===== config.mk =====
export PLATFORM = sky130hd
export DESIGN_NAME = doubly_linked_list_with_cursor
export DESIGN_NICKNAME = d
export VERILOG_FILES = /design/src/design/dllc_pkg.sv /design/src/design/doubly_linked_list_with_cursor.sv /design/src/design/dllc_ram.sv /design/src/design/dllc_alloc.sv
export SDC_FILE = /design/constraint.sdc
export NUM_CORES = 1
export LEC_CHECK = 0
export ABC_AREA = 1
export BUFFER_PORTS_ARGS = -buffer_cell sky130_fd_sc_hd__buf_2
export CORE_ASPECT_RATIO = 1.2
export CORE_MARGIN = 3
export CORE_UTILIZATION = 28
export DETAILED_ROUTE_END_ITERATION = 10
export SYNTH_ARGS = -nofsm -noshare
export SYNTH_HDL_FRONTEND = slang
export SYNTH_SLANG_ARGS = --single-unit

===== constraint.sdc =====
create_clock -name i_clk -period 4.65 [get_ports i_clk]
set_input_delay 0.2325 -clock i_clk [delete_from_list [all_inputs] [get_ports i_clk]]
set_output_delay 0.2325 -clock i_clk [all_outputs]
set_load 0.01 [all_outputs]

===== src/design/dllc_pkg.sv =====
// package for the linked list node pool: transfer types and operation codes
// no dependencies
`timescale 1ns / 1ps
package dllc_pkg;

    localparam int DefNodes     = 16;
    localparam int DefValueBits = 32;

    // operation codes
    localparam logic [4:0] OP_CLEAR      = 5'd0;
    localparam logic [4:0] OP_INS_FIRST  = 5'd1;
    localparam logic [4:0] OP_INS_LAST   = 5'd2;
    localparam logic [4:0] OP_FIRST      = 5'd3;
    localparam logic [4:0] OP_LAST       = 5'd4;
    localparam logic [4:0] OP_GET_FIRST  = 5'd5;
    localparam logic [4:0] OP_GET_LAST   = 5'd6;
    localparam logic [4:0] OP_DEL_FIRST  = 5'd7;
    localparam logic [4:0] OP_DEL_LAST   = 5'd8;
    localparam logic [4:0] OP_DEL_AFTER  = 5'd9;
    localparam logic [4:0] OP_DEL_BEFORE = 5'd10;
    localparam logic [4:0] OP_INS_AFTER  = 5'd11;
    localparam logic [4:0] OP_INS_BEFORE = 5'd12;
    localparam logic [4:0] OP_GET        = 5'd13;
    localparam logic [4:0] OP_SET        = 5'd14;
    localparam logic [4:0] OP_NEXT       = 5'd15;
    localparam logic [4:0] OP_PREV       = 5'd16;
    localparam logic [4:0] OP_IS_ACTIVE  = 5'd17;

    typedef struct packed {
        logic [4:0]         op;
        logic signed [31:0] value;
    } t_cmd;

    typedef struct packed {
        logic signed [31:0] read_value;
        logic               error;
        logic               cursor_valid;
    } t_rsp;

endpackage


===== src/design/doubly_linked_list_with_cursor.sv =====
// doubly linked list in a node pool; one command in, one result strobe out
// sequence: read the node the op works on (R1), for del_after/del_before also
// read the deleted neighbor's link (R2), then write link slot 0 (X) and slot 1 (W)
// and register the result strobe after W; busy while working, so a new command is
// taken only after the read-then-two-write sequence; the receiver cannot stall results
// reset: head, tail and cursor go to none and all nodes free; memories uncleared
`timescale 1ns / 1ps
module doubly_linked_list_with_cursor #(
    parameter int NODES      = dllc_pkg::DefNodes,
    parameter int VALUE_BITS = dllc_pkg::DefValueBits
) (
    input  logic          i_clk,
    input  logic          i_rst_n,
    input  logic          start,
    output logic          busy,
    input  dllc_pkg::t_cmd i_cmd,
    output logic          o_done,
    output dllc_pkg::t_rsp o_rsp
);
    import dllc_pkg::*;

    localparam int AW = $clog2(NODES);
    localparam int PW = $clog2(NODES + 1);
    localparam logic [PW-1:0] NONE = PW'(NODES);

    localparam logic [2:0] S_IDLE = 3'd0;
    localparam logic [2:0] S_R1   = 3'd1;
    localparam logic [2:0] S_R2   = 3'd2;
    localparam logic [2:0] S_X    = 3'd3;
    localparam logic [2:0] S_W    = 3'd4;

    logic [2:0]       r_state, n_state;
    t_cmd             r_cmd;
    logic [PW-1:0]    r_head, r_tail, r_cur, r_lnk;
    logic [PW-1:0]    n_head, n_tail, n_cur;
    logic [NODES-1:0] r_use, n_use;
    logic             r_done;
    t_rsp             r_rsp, n_rsp;

    logic [PW-1:0]         nq, pq;
    logic [VALUE_BITS-1:0] vq;
    logic [AW-1:0]         alloc_idx;
    logic                  full;
    logic [PW-1:0]         nn;
    logic                  re;
    logic [AW-1:0]         raddr;
    logic [PW-1:0]         rptr;

    logic          nx_we [2];
    logic [PW-1:0] nx_wa [2];
    logic [PW-1:0] nx_wd [2];
    logic          pv_we [2];
    logic [PW-1:0] pv_wa [2];
    logic [PW-1:0] pv_wd [2];
    logic          vl_we;
    logic [PW-1:0] vl_wa;
    logic [VALUE_BITS-1:0] vl_wd;
    logic          sl;
    logic          h_ok, t_ok, c_ok;

    // node memories
    dllc_ram #(.DEPTH(NODES), .WIDTH(PW)) u_next (
        .i_clk(i_clk), .i_we(nx_we[sl] && (r_state == S_X || r_state == S_W)),
        .i_waddr(nx_wa[sl][AW-1:0]), .i_wdata(nx_wd[sl]),
        .i_re(re), .i_raddr(raddr), .o_rdata(nq)
    );
    dllc_ram #(.DEPTH(NODES), .WIDTH(PW)) u_prev (
        .i_clk(i_clk), .i_we(pv_we[sl] && (r_state == S_X || r_state == S_W)),
        .i_waddr(pv_wa[sl][AW-1:0]), .i_wdata(pv_wd[sl]),
        .i_re(re), .i_raddr(raddr), .o_rdata(pq)
    );
    dllc_ram #(.DEPTH(NODES), .WIDTH(VALUE_BITS)) u_value (
        .i_clk(i_clk), .i_we(vl_we && r_state == S_X),
        .i_waddr(vl_wa[AW-1:0]), .i_wdata(vl_wd),
        .i_re(re), .i_raddr(raddr), .o_rdata(vq)
    );

    dllc_alloc #(.NODES(NODES)) u_alloc (
        .i_in_use(r_use), .o_idx(alloc_idx), .o_full(full)
    );

    assign nn   = PW'(alloc_idx);
    assign h_ok = r_head < NONE;
    assign t_ok = r_tail < NONE;
    assign c_ok = r_cur < NONE;
    assign sl   = (r_state == S_W);

    // read address: first the node the op works on, then the deleted neighbor
    always_comb begin
        priority if (r_cmd.op == OP_GET_FIRST || r_cmd.op == OP_DEL_FIRST) begin
            rptr = r_head;
        end else if (r_cmd.op == OP_GET_LAST || r_cmd.op == OP_DEL_LAST) begin
            rptr = r_tail;
        end else begin
            rptr = r_cur;
        end
        re    = (r_state == S_R1) || (r_state == S_R2);
        raddr = (r_state == S_R2) ? ((r_cmd.op == OP_DEL_AFTER) ? nq[AW-1:0] : pq[AW-1:0])
                                  : rptr[AW-1:0];
    end

    // operation decode: link writes in two slots, pointer and pool updates
    always_comb begin
        for (int s = 0; s < 2; s++) begin
            nx_we[s] = 1'b0; nx_wa[s] = '0; nx_wd[s] = NONE;
            pv_we[s] = 1'b0; pv_wa[s] = '0; pv_wd[s] = NONE;
        end
        vl_we = 1'b0;
        vl_wa = nn;
        vl_wd = VALUE_BITS'(r_cmd.value);
        n_head = r_head;
        n_tail = r_tail;
        n_cur  = r_cur;
        n_use  = r_use;
        n_rsp.read_value = '0;
        n_rsp.error      = 1'b0;
        unique case (r_cmd.op)
            OP_CLEAR: begin
                n_use  = '0;
                n_head = NONE;
                n_tail = NONE;
                n_cur  = NONE;
            end
            OP_INS_FIRST: begin
                if (full) begin
                    n_rsp.error = 1'b1;
                end else begin
                    nx_we[0] = 1'b1; nx_wa[0] = nn; nx_wd[0] = r_head;
                    pv_we[0] = 1'b1; pv_wa[0] = nn; pv_wd[0] = NONE;
                    pv_we[1] = h_ok; pv_wa[1] = r_head; pv_wd[1] = nn;
                    vl_we = 1'b1;
                    n_head = nn;
                    if (!h_ok) n_tail = nn;
                    n_use[alloc_idx] = 1'b1;
                end
            end
            OP_INS_LAST: begin
                if (full) begin
                    n_rsp.error = 1'b1;
                end else begin
                    nx_we[0] = 1'b1; nx_wa[0] = nn; nx_wd[0] = NONE;
                    nx_we[1] = t_ok; nx_wa[1] = r_tail; nx_wd[1] = nn;
                    pv_we[0] = 1'b1; pv_wa[0] = nn; pv_wd[0] = r_tail;
                    vl_we = 1'b1;
                    n_tail = nn;
                    if (!t_ok) n_head = nn;
                    n_use[alloc_idx] = 1'b1;
                end
            end
            OP_FIRST: n_cur = r_head;
            OP_LAST:  n_cur = r_tail;
            OP_GET_FIRST, OP_GET_LAST, OP_GET: begin
                if ((r_cmd.op == OP_GET_FIRST && h_ok) || (r_cmd.op == OP_GET_LAST && t_ok)
                    || (r_cmd.op == OP_GET && c_ok)) begin
                    n_rsp.read_value = 32'($signed(vq));
                end else begin
                    n_rsp.error = 1'b1;
                end
            end
            OP_DEL_FIRST: begin
                if (h_ok) begin
                    if (r_cur == r_head) n_cur = NONE;
                    if (nq < NONE) begin
                        n_head = nq;
                        pv_we[0] = 1'b1; pv_wa[0] = nq; pv_wd[0] = NONE;
                    end else begin
                        n_head = NONE;
                        n_tail = NONE;
                    end
                    n_use[r_head[AW-1:0]] = 1'b0;
                end
            end
            OP_DEL_LAST: begin
                if (t_ok) begin
                    if (r_cur == r_tail) n_cur = NONE;
                    if (pq < NONE) begin
                        n_tail = pq;
                        nx_we[0] = 1'b1; nx_wa[0] = pq; nx_wd[0] = NONE;
                    end else begin
                        n_head = NONE;
                        n_tail = NONE;
                    end
                    n_use[r_tail[AW-1:0]] = 1'b0;
                end
            end
            OP_DEL_AFTER: begin
                // r_lnk is the deleted node, nq its successor
                if (c_ok && r_lnk < NONE) begin
                    nx_we[0] = 1'b1; nx_wa[0] = r_cur; nx_wd[0] = nq;
                    if (nq < NONE) begin
                        pv_we[0] = 1'b1; pv_wa[0] = nq; pv_wd[0] = r_cur;
                    end else begin
                        n_tail = r_cur;
                    end
                    n_use[r_lnk[AW-1:0]] = 1'b0;
                end
            end
            OP_DEL_BEFORE: begin
                if (c_ok && r_lnk < NONE) begin
                    pv_we[0] = 1'b1; pv_wa[0] = r_cur; pv_wd[0] = pq;
                    if (pq < NONE) begin
                        nx_we[0] = 1'b1; nx_wa[0] = pq; nx_wd[0] = r_cur;
                    end else begin
                        n_head = r_cur;
                    end
                    n_use[r_lnk[AW-1:0]] = 1'b0;
                end
            end
            OP_INS_AFTER: begin
                if (c_ok && full) begin
                    n_rsp.error = 1'b1;
                end else if (c_ok) begin
                    nx_we[0] = 1'b1; nx_wa[0] = nn; nx_wd[0] = nq;
                    nx_we[1] = 1'b1; nx_wa[1] = r_cur; nx_wd[1] = nn;
                    pv_we[0] = 1'b1; pv_wa[0] = nn; pv_wd[0] = r_cur;
                    pv_we[1] = (nq < NONE); pv_wa[1] = nq; pv_wd[1] = nn;
                    vl_we = 1'b1;
                    if (r_cur == r_tail) n_tail = nn;
                    n_use[alloc_idx] = 1'b1;
                end
            end
            OP_INS_BEFORE: begin
                if (c_ok && full) begin
                    n_rsp.error = 1'b1;
                end else if (c_ok) begin
                    pv_we[0] = 1'b1; pv_wa[0] = nn; pv_wd[0] = pq;
                    pv_we[1] = 1'b1; pv_wa[1] = r_cur; pv_wd[1] = nn;
                    nx_we[0] = 1'b1; nx_wa[0] = nn; nx_wd[0] = r_cur;
                    nx_we[1] = (pq < NONE); nx_wa[1] = pq; nx_wd[1] = nn;
                    vl_we = 1'b1;
                    if (r_cur == r_head) n_head = nn;
                    n_use[alloc_idx] = 1'b1;
                end
            end
            OP_SET: begin
                vl_we = c_ok;
                vl_wa = r_cur;
            end
            OP_NEXT: if (c_ok) n_cur = nq;
            OP_PREV: if (c_ok) n_cur = pq;
            default: ;
        endcase
        n_rsp.cursor_valid = n_cur < NONE;
    end

    // sequencer
    always_comb begin
        unique case (r_state)
            S_IDLE:  n_state = start ? S_R1 : S_IDLE;
            S_R1:    n_state = (r_cmd.op == OP_DEL_AFTER || r_cmd.op == OP_DEL_BEFORE)
                               ? S_R2 : S_X;
            S_R2:    n_state = S_X;
            S_X:     n_state = S_W;
            S_W:     n_state = S_IDLE;
            default: n_state = S_IDLE;
        endcase
    end

    always_ff @(posedge i_clk) begin
        if (!i_rst_n) begin
            r_state <= S_IDLE;
            r_head  <= NONE;
            r_tail  <= NONE;
            r_cur   <= NONE;
            r_use   <= '0;
            r_done  <= 1'b0;
        end else begin
            r_state <= n_state;
            r_done  <= (r_state == S_W);
            if (r_state == S_W) begin
                r_head <= n_head;
                r_tail <= n_tail;
                r_cur  <= n_cur;
                r_use  <= n_use;
            end
        end
    end

    // payload registers
    always_ff @(posedge i_clk) begin
        if (r_state == S_IDLE && start) r_cmd <= i_cmd;
        if (r_state == S_R2) r_lnk <= (r_cmd.op == OP_DEL_AFTER) ? nq : pq;
        if (r_state == S_W) r_rsp <= n_rsp;
    end

    assign busy   = (r_state != S_IDLE);
    assign o_done = r_done;
    assign o_rsp  = r_rsp;

    // checks
    a_done_idle: assert property (@(posedge i_clk) disable iff (!i_rst_n)
        o_done |-> !busy) else $error("result while busy");
    a_accept_busy: assert property (@(posedge i_clk) disable iff (!i_rst_n)
        (start && !busy) |=> busy) else $error("accepted command not worked");
    a_ends: assert property (@(posedge i_clk) disable iff (!i_rst_n)
        (r_head == NONE) == (r_tail == NONE)) else $error("head and tail disagree");
    a_err_zero: assert property (@(posedge i_clk) disable iff (!i_rst_n)
        (o_done && o_rsp.error) |-> (o_rsp.read_value == '0)) else $error("error with data");

endmodule


===== src/design/dllc_ram.sv =====
// synchronous memory, one write port and one registered read port
// uses dllc_pkg only for house consistency of defaults
`timescale 1ns / 1ps
module dllc_ram #(
    parameter int DEPTH = dllc_pkg::DefNodes,
    parameter int WIDTH = 8
) (
    input  logic                     i_clk,
    input  logic                     i_we,
    input  logic [$clog2(DEPTH)-1:0] i_waddr,
    input  logic [WIDTH-1:0]         i_wdata,
    input  logic                     i_re,
    input  logic [$clog2(DEPTH)-1:0] i_raddr,
    output logic [WIDTH-1:0]         o_rdata
);
    import dllc_pkg::*;

    logic [WIDTH-1:0] mem [DEPTH];
    logic [WIDTH-1:0] r_rdata;

    // write port
    always_ff @(posedge i_clk) begin
        if (i_we) begin
            mem[i_waddr] <= i_wdata;
        end
    end

    // registered read port
    always_ff @(posedge i_clk) begin
        if (i_re) begin
            r_rdata <= mem[i_raddr];
        end
    end

    assign o_rdata = r_rdata;

endmodule


===== src/design/dllc_alloc.sv =====
// lowest free node finder over the in-use vector
// uses dllc_pkg defaults
`timescale 1ns / 1ps
module dllc_alloc #(
    parameter int NODES = dllc_pkg::DefNodes
) (
    input  logic [NODES-1:0]         i_in_use,
    output logic [$clog2(NODES)-1:0] o_idx,
    output logic                     o_full
);
    import dllc_pkg::*;

    localparam int AW = $clog2(NODES);

    // priority pick, highest index scanned first so the lowest wins
    always_comb begin
        o_idx  = '0;
        o_full = 1'b1;
        for (int i = NODES - 1; i >= 0; i--) begin
            if (!i_in_use[i]) begin
                o_idx  = AW'(i);
                o_full = 1'b0;
            end
        end
    end

endmodule


==> impl_metrics.py <==
metrics = {
    "timing": {
        "max_freq_ghz": 0.275,
        "rsz0062_at_grt": "no",
        "setup_tns_ns": 0,
        "setup_violations": 0,
        "max_slew_margin_pct": 17.7,
        "worst_pin_slew_ns": 1.23,
        "period_needed_ns": 3.64,
        "hold_viol_final": 0,
        "skew_ns": 0.0421,
        "slew_viol_final": 0,
        "period_share_pct": 78.3,
    },
    "place": {
        "post-dp-hpwl_mm": 57.3,
        "place_area_sq_mm": 0.0381,
        "portBuffers": 75,
        "routabilityCongestion": 0.912,
    },
    "floorplan": {
        "placementRows": 142,
        "die_area_sq_mm": 0.132,
        "core-area_sq_mm": 0.126,
        "start_util_pct": 28.4,
        "io_pins": 76,
        "die_x_um": 332,
        "die_height_um": 397,
    },
    "setup_path": {
        "crit_family": "buffers and inverters",
        "crit_path_end_kind": "flip-flop",
        "critPathMaxFanout": 58,
        "crit_arrival_ns": 4.03,
        "cp_cell_sequence": "inv_2 -> nand2_1 -> nor2_1 -> nand2_4 -> nand2_4 -> o21ai_0 -> a21oi_1 -> inv_1 -> a31oi_4 -> buf_4 -> buf_4 -> nand3_1 -> nand3_1 -> nand2_1",
        "cp_slowest_cell": "buf_4",
        "crit_type": "flip-flop to flip-flop",
        "slowest_delay_ns": 0.76,
        "crit_buf_inv": 4,
        "cp-start-kind": "flip-flop",
        "required_ns": 5.04,
    },
    "power_and_ir_drop": {
        "power_frac_clock_pct": 38.1,
        "p_leak_nw": 14.7,
        "swShare_pct": 26.7,
        "powerDensity_mw_per_mm2": 435,
        "comb_power_share_pct": 12.8,
        "seq_power_share_pct": 49.1,
        "power_mw": 18.0,
        "irDropWorstVdd_uv": 274,
        "switching_power_mw": 4.80,
        "intPower_mw": 13.2,
    },
    "yosys": {
        "synth_ff_type": "edfxtp_1",
        "synth.largest_area_cell": "edfxtp_1",
        "yosysUniqueCellTypes": 48,
        "syn_area_sq_mm": 0.0357,
        "netlist.area_leader.share_pct": 66.5,
        "ys_seq_elements": 825,
        "ys_warn_count": 0,
        "synth_edf_count": 790,
        "syn_nets": 3208,
        "syn_inst": 3168,
        "synthTopCellsByArea": "edfxtp_1 67%, inv_1 4.9%, nand3_1 4.1%",
        "seq_area_frac_synth_pct": 68.5,
        "synth.avg_cell_area_sq_um": 11.3,
        "synthArstFlopShare_pct": 0,
    },
    "clock_tree": {
        "cts_buffer_depth": 3,
        "clock_latency_ns": 0.64,
        "clkSinkCount": 825,
        "cts_tree": "built",
        "clk_pin_slew_ns": 0.06,
        "cts.repair.resized": 0,
        "clock-root-buffer": "clkbuf_16",
        "cts_inserted_buffers": 88,
        "htreeDepth": 3,
    },
    "global_route": {
        "globalRouteOverflowTotal": 0,
        "groute.usage.overall_pct": 13.6,
        "grt_pass1_vias": 22870,
        "grt_max_degree": 166,
        "grt_pass1_wl_mm": 140,
        "antenna_found_initial": 0,
    },
    "drt": {
        "num_vias": 23576,
        "route.detailed.drc": 0,
        "firstDrtPassIters": 6,
        "drt-wirelength-per-cell_um": 18.5,
        "ant_nets": 0,
        "drt-total-wl_mm": 92.1,
        "vias_per_cell": 4.74,
        "drt_iter0_drc": 2151,
    },
    "min_path": {
        "hold_path.class": "input port to flip-flop",
    },
    "layout": {
        "layout-drive-gt1-share_pct": 10.6,
        "syn_to_final_growth_pct": 15.8,
        "antenna_cells": 0,
        "fin_nets": 3291,
        "final_area_sq_mm": 0.0413,
        "nFillCells": 12449,
    },
    "outcome": {
        "status": "complete, no violations",
    },
    "flow_run": {
        "cap_violations": 0,
    },
}
## Yosys cell counts, types with 4 or more instances
cell type	count
nand3_2	6
edfxtp_1	790
nand4_1	13
o221ai_1	4
clkbuf_1	56
xnor2_1	8
buf_4	20
o22ai_1	24
inv_2	30
nand2_4	4
nor2_1	173
clkinv_1	4
a31oi_1	26
nor2_4	4
o21ai_1	50
o211ai_2	10
nand3_1	293
dfxtp_1	35
o21ai_0	186
nand2_2	5
a22oi_1	4
buf_6	9
buf_1	7
o211ai_1	163
nor3_1	24
buf_2	81
o31ai_1	4
nand2_1	389
nor2_2	11
inv_1	461
a21oi_1	253
## layer usage
metal | track usage, % | wire [um]
met1 | 16.9 | 38600
met2 | 24.3 | 46600
met3 | 2.04 | 4520
met4 | 4.22 | 2380
met5 | 0 | 0
## layout by cell type, fill, tap and decap left out, drive strengths merged, types with 24 or more instances in the layout
cell type / n
dlygate4sd3: 39
edfxtp: 790
clkinv: 37
nand2: 398
clkbuf: 105
nand3: 299
inv: 495
a21oi: 253
o21ai: 237
nor2: 188
dfxtp: 35
a31oi: 29
nor3: 25
buf: 127
o22ai: 24
o211ai: 173
## power groups by stage
stage               registers (mW)  logic, mW  clock network, mW
finish                        8.81       2.30               6.84
global route                  8.84       2.56               7.32
CTS                           8.82       2.32               7.00
detailed placement            8.97       2.29                  0
global placement              8.97       2.27                  0
floorplan                     8.81       1.61                  0
## per-stage QoR
stage | utilization, % | setup WS [ns] | hold WS (ns) | instances
after global placement | 30.3 | 1.09 | 0.410 | 4778
after global routing | 32.9 | 0.762 | 0.283 | 4975
final | 32.9 | 1.01 | 0.301 | 4975
after CTS | 32.9 | 1.03 | 0.255 | 4975
after detailed placement | 30.3 | 1.03 | 0.411 | 4778
after floorplan | - | 1.12 | 0.331 | 3168
## cell families (layout without fill, tap and decap cells)
group                  Yosys count  in the layout  share of synthesized area (%)
AND/OR/NAND/NOR                929            929                           11.4
flip-flops                     825            825                           68.5
AO/OA/AOI/OAI                  738            738                           12.2
buffers and inverters          668            819                           7.71
XOR/XNOR                         8              8                          0.196
## layout make-up
cell class | count | area, sq um | area share (%)
Clock buffer | 105 | 2290 | 5.54
Timing Repair Buffer | 166 | 1470 | 3.56
Sequential cell | 825 | 24400 | 59.1
Tap cell | 1656 | 2070 | 5.02
Inverter | 495 | 1860 | 4.50
Multi-Input combinational cell | 1675 | 8670 | 21.0
Clock inverter | 53 | 529 | 1.28
## final timing paths
| path | end | start | cells after the start | slack (ns) |
|---|---|---|---|---|
| max | u_value.o_rdata[2] | r_cmd[33] | 14 | 1.01 |
| min | vl_wd[16] | i_cmd[16] | 2 | 0.30 |
| max reg2reg | u_value.o_rdata[2] | r_cmd[33] | 14 | 1.01 |
| min reg2reg | r_state[2] | r_state[1] | 2 | 0.52 |
## state kept, by name (all words and copies together) (netlist names)
signal           cells
r_head               5
u_value.o_rdata     32
u_prev.mem          80
r_cmd                5
r_cur                5
r_lnk                5
o_done               1
u_next.o_rdata       5
r_state              3
r_use               16
u_next.mem          80
vl_wd               32
o_rsp               34
r_tail               5
u_value.mem        512
u_prev.o_rdata       5
## what timing repair did
item | 4_1_cts | 5_1_grt
hold buffers | 39 | 0
hold endpoints to repair | 53 | 0
buffers inserted | 0 | 0
setup endpoints to repair | 0 | 0
Power figures use the tool's default switching activity.
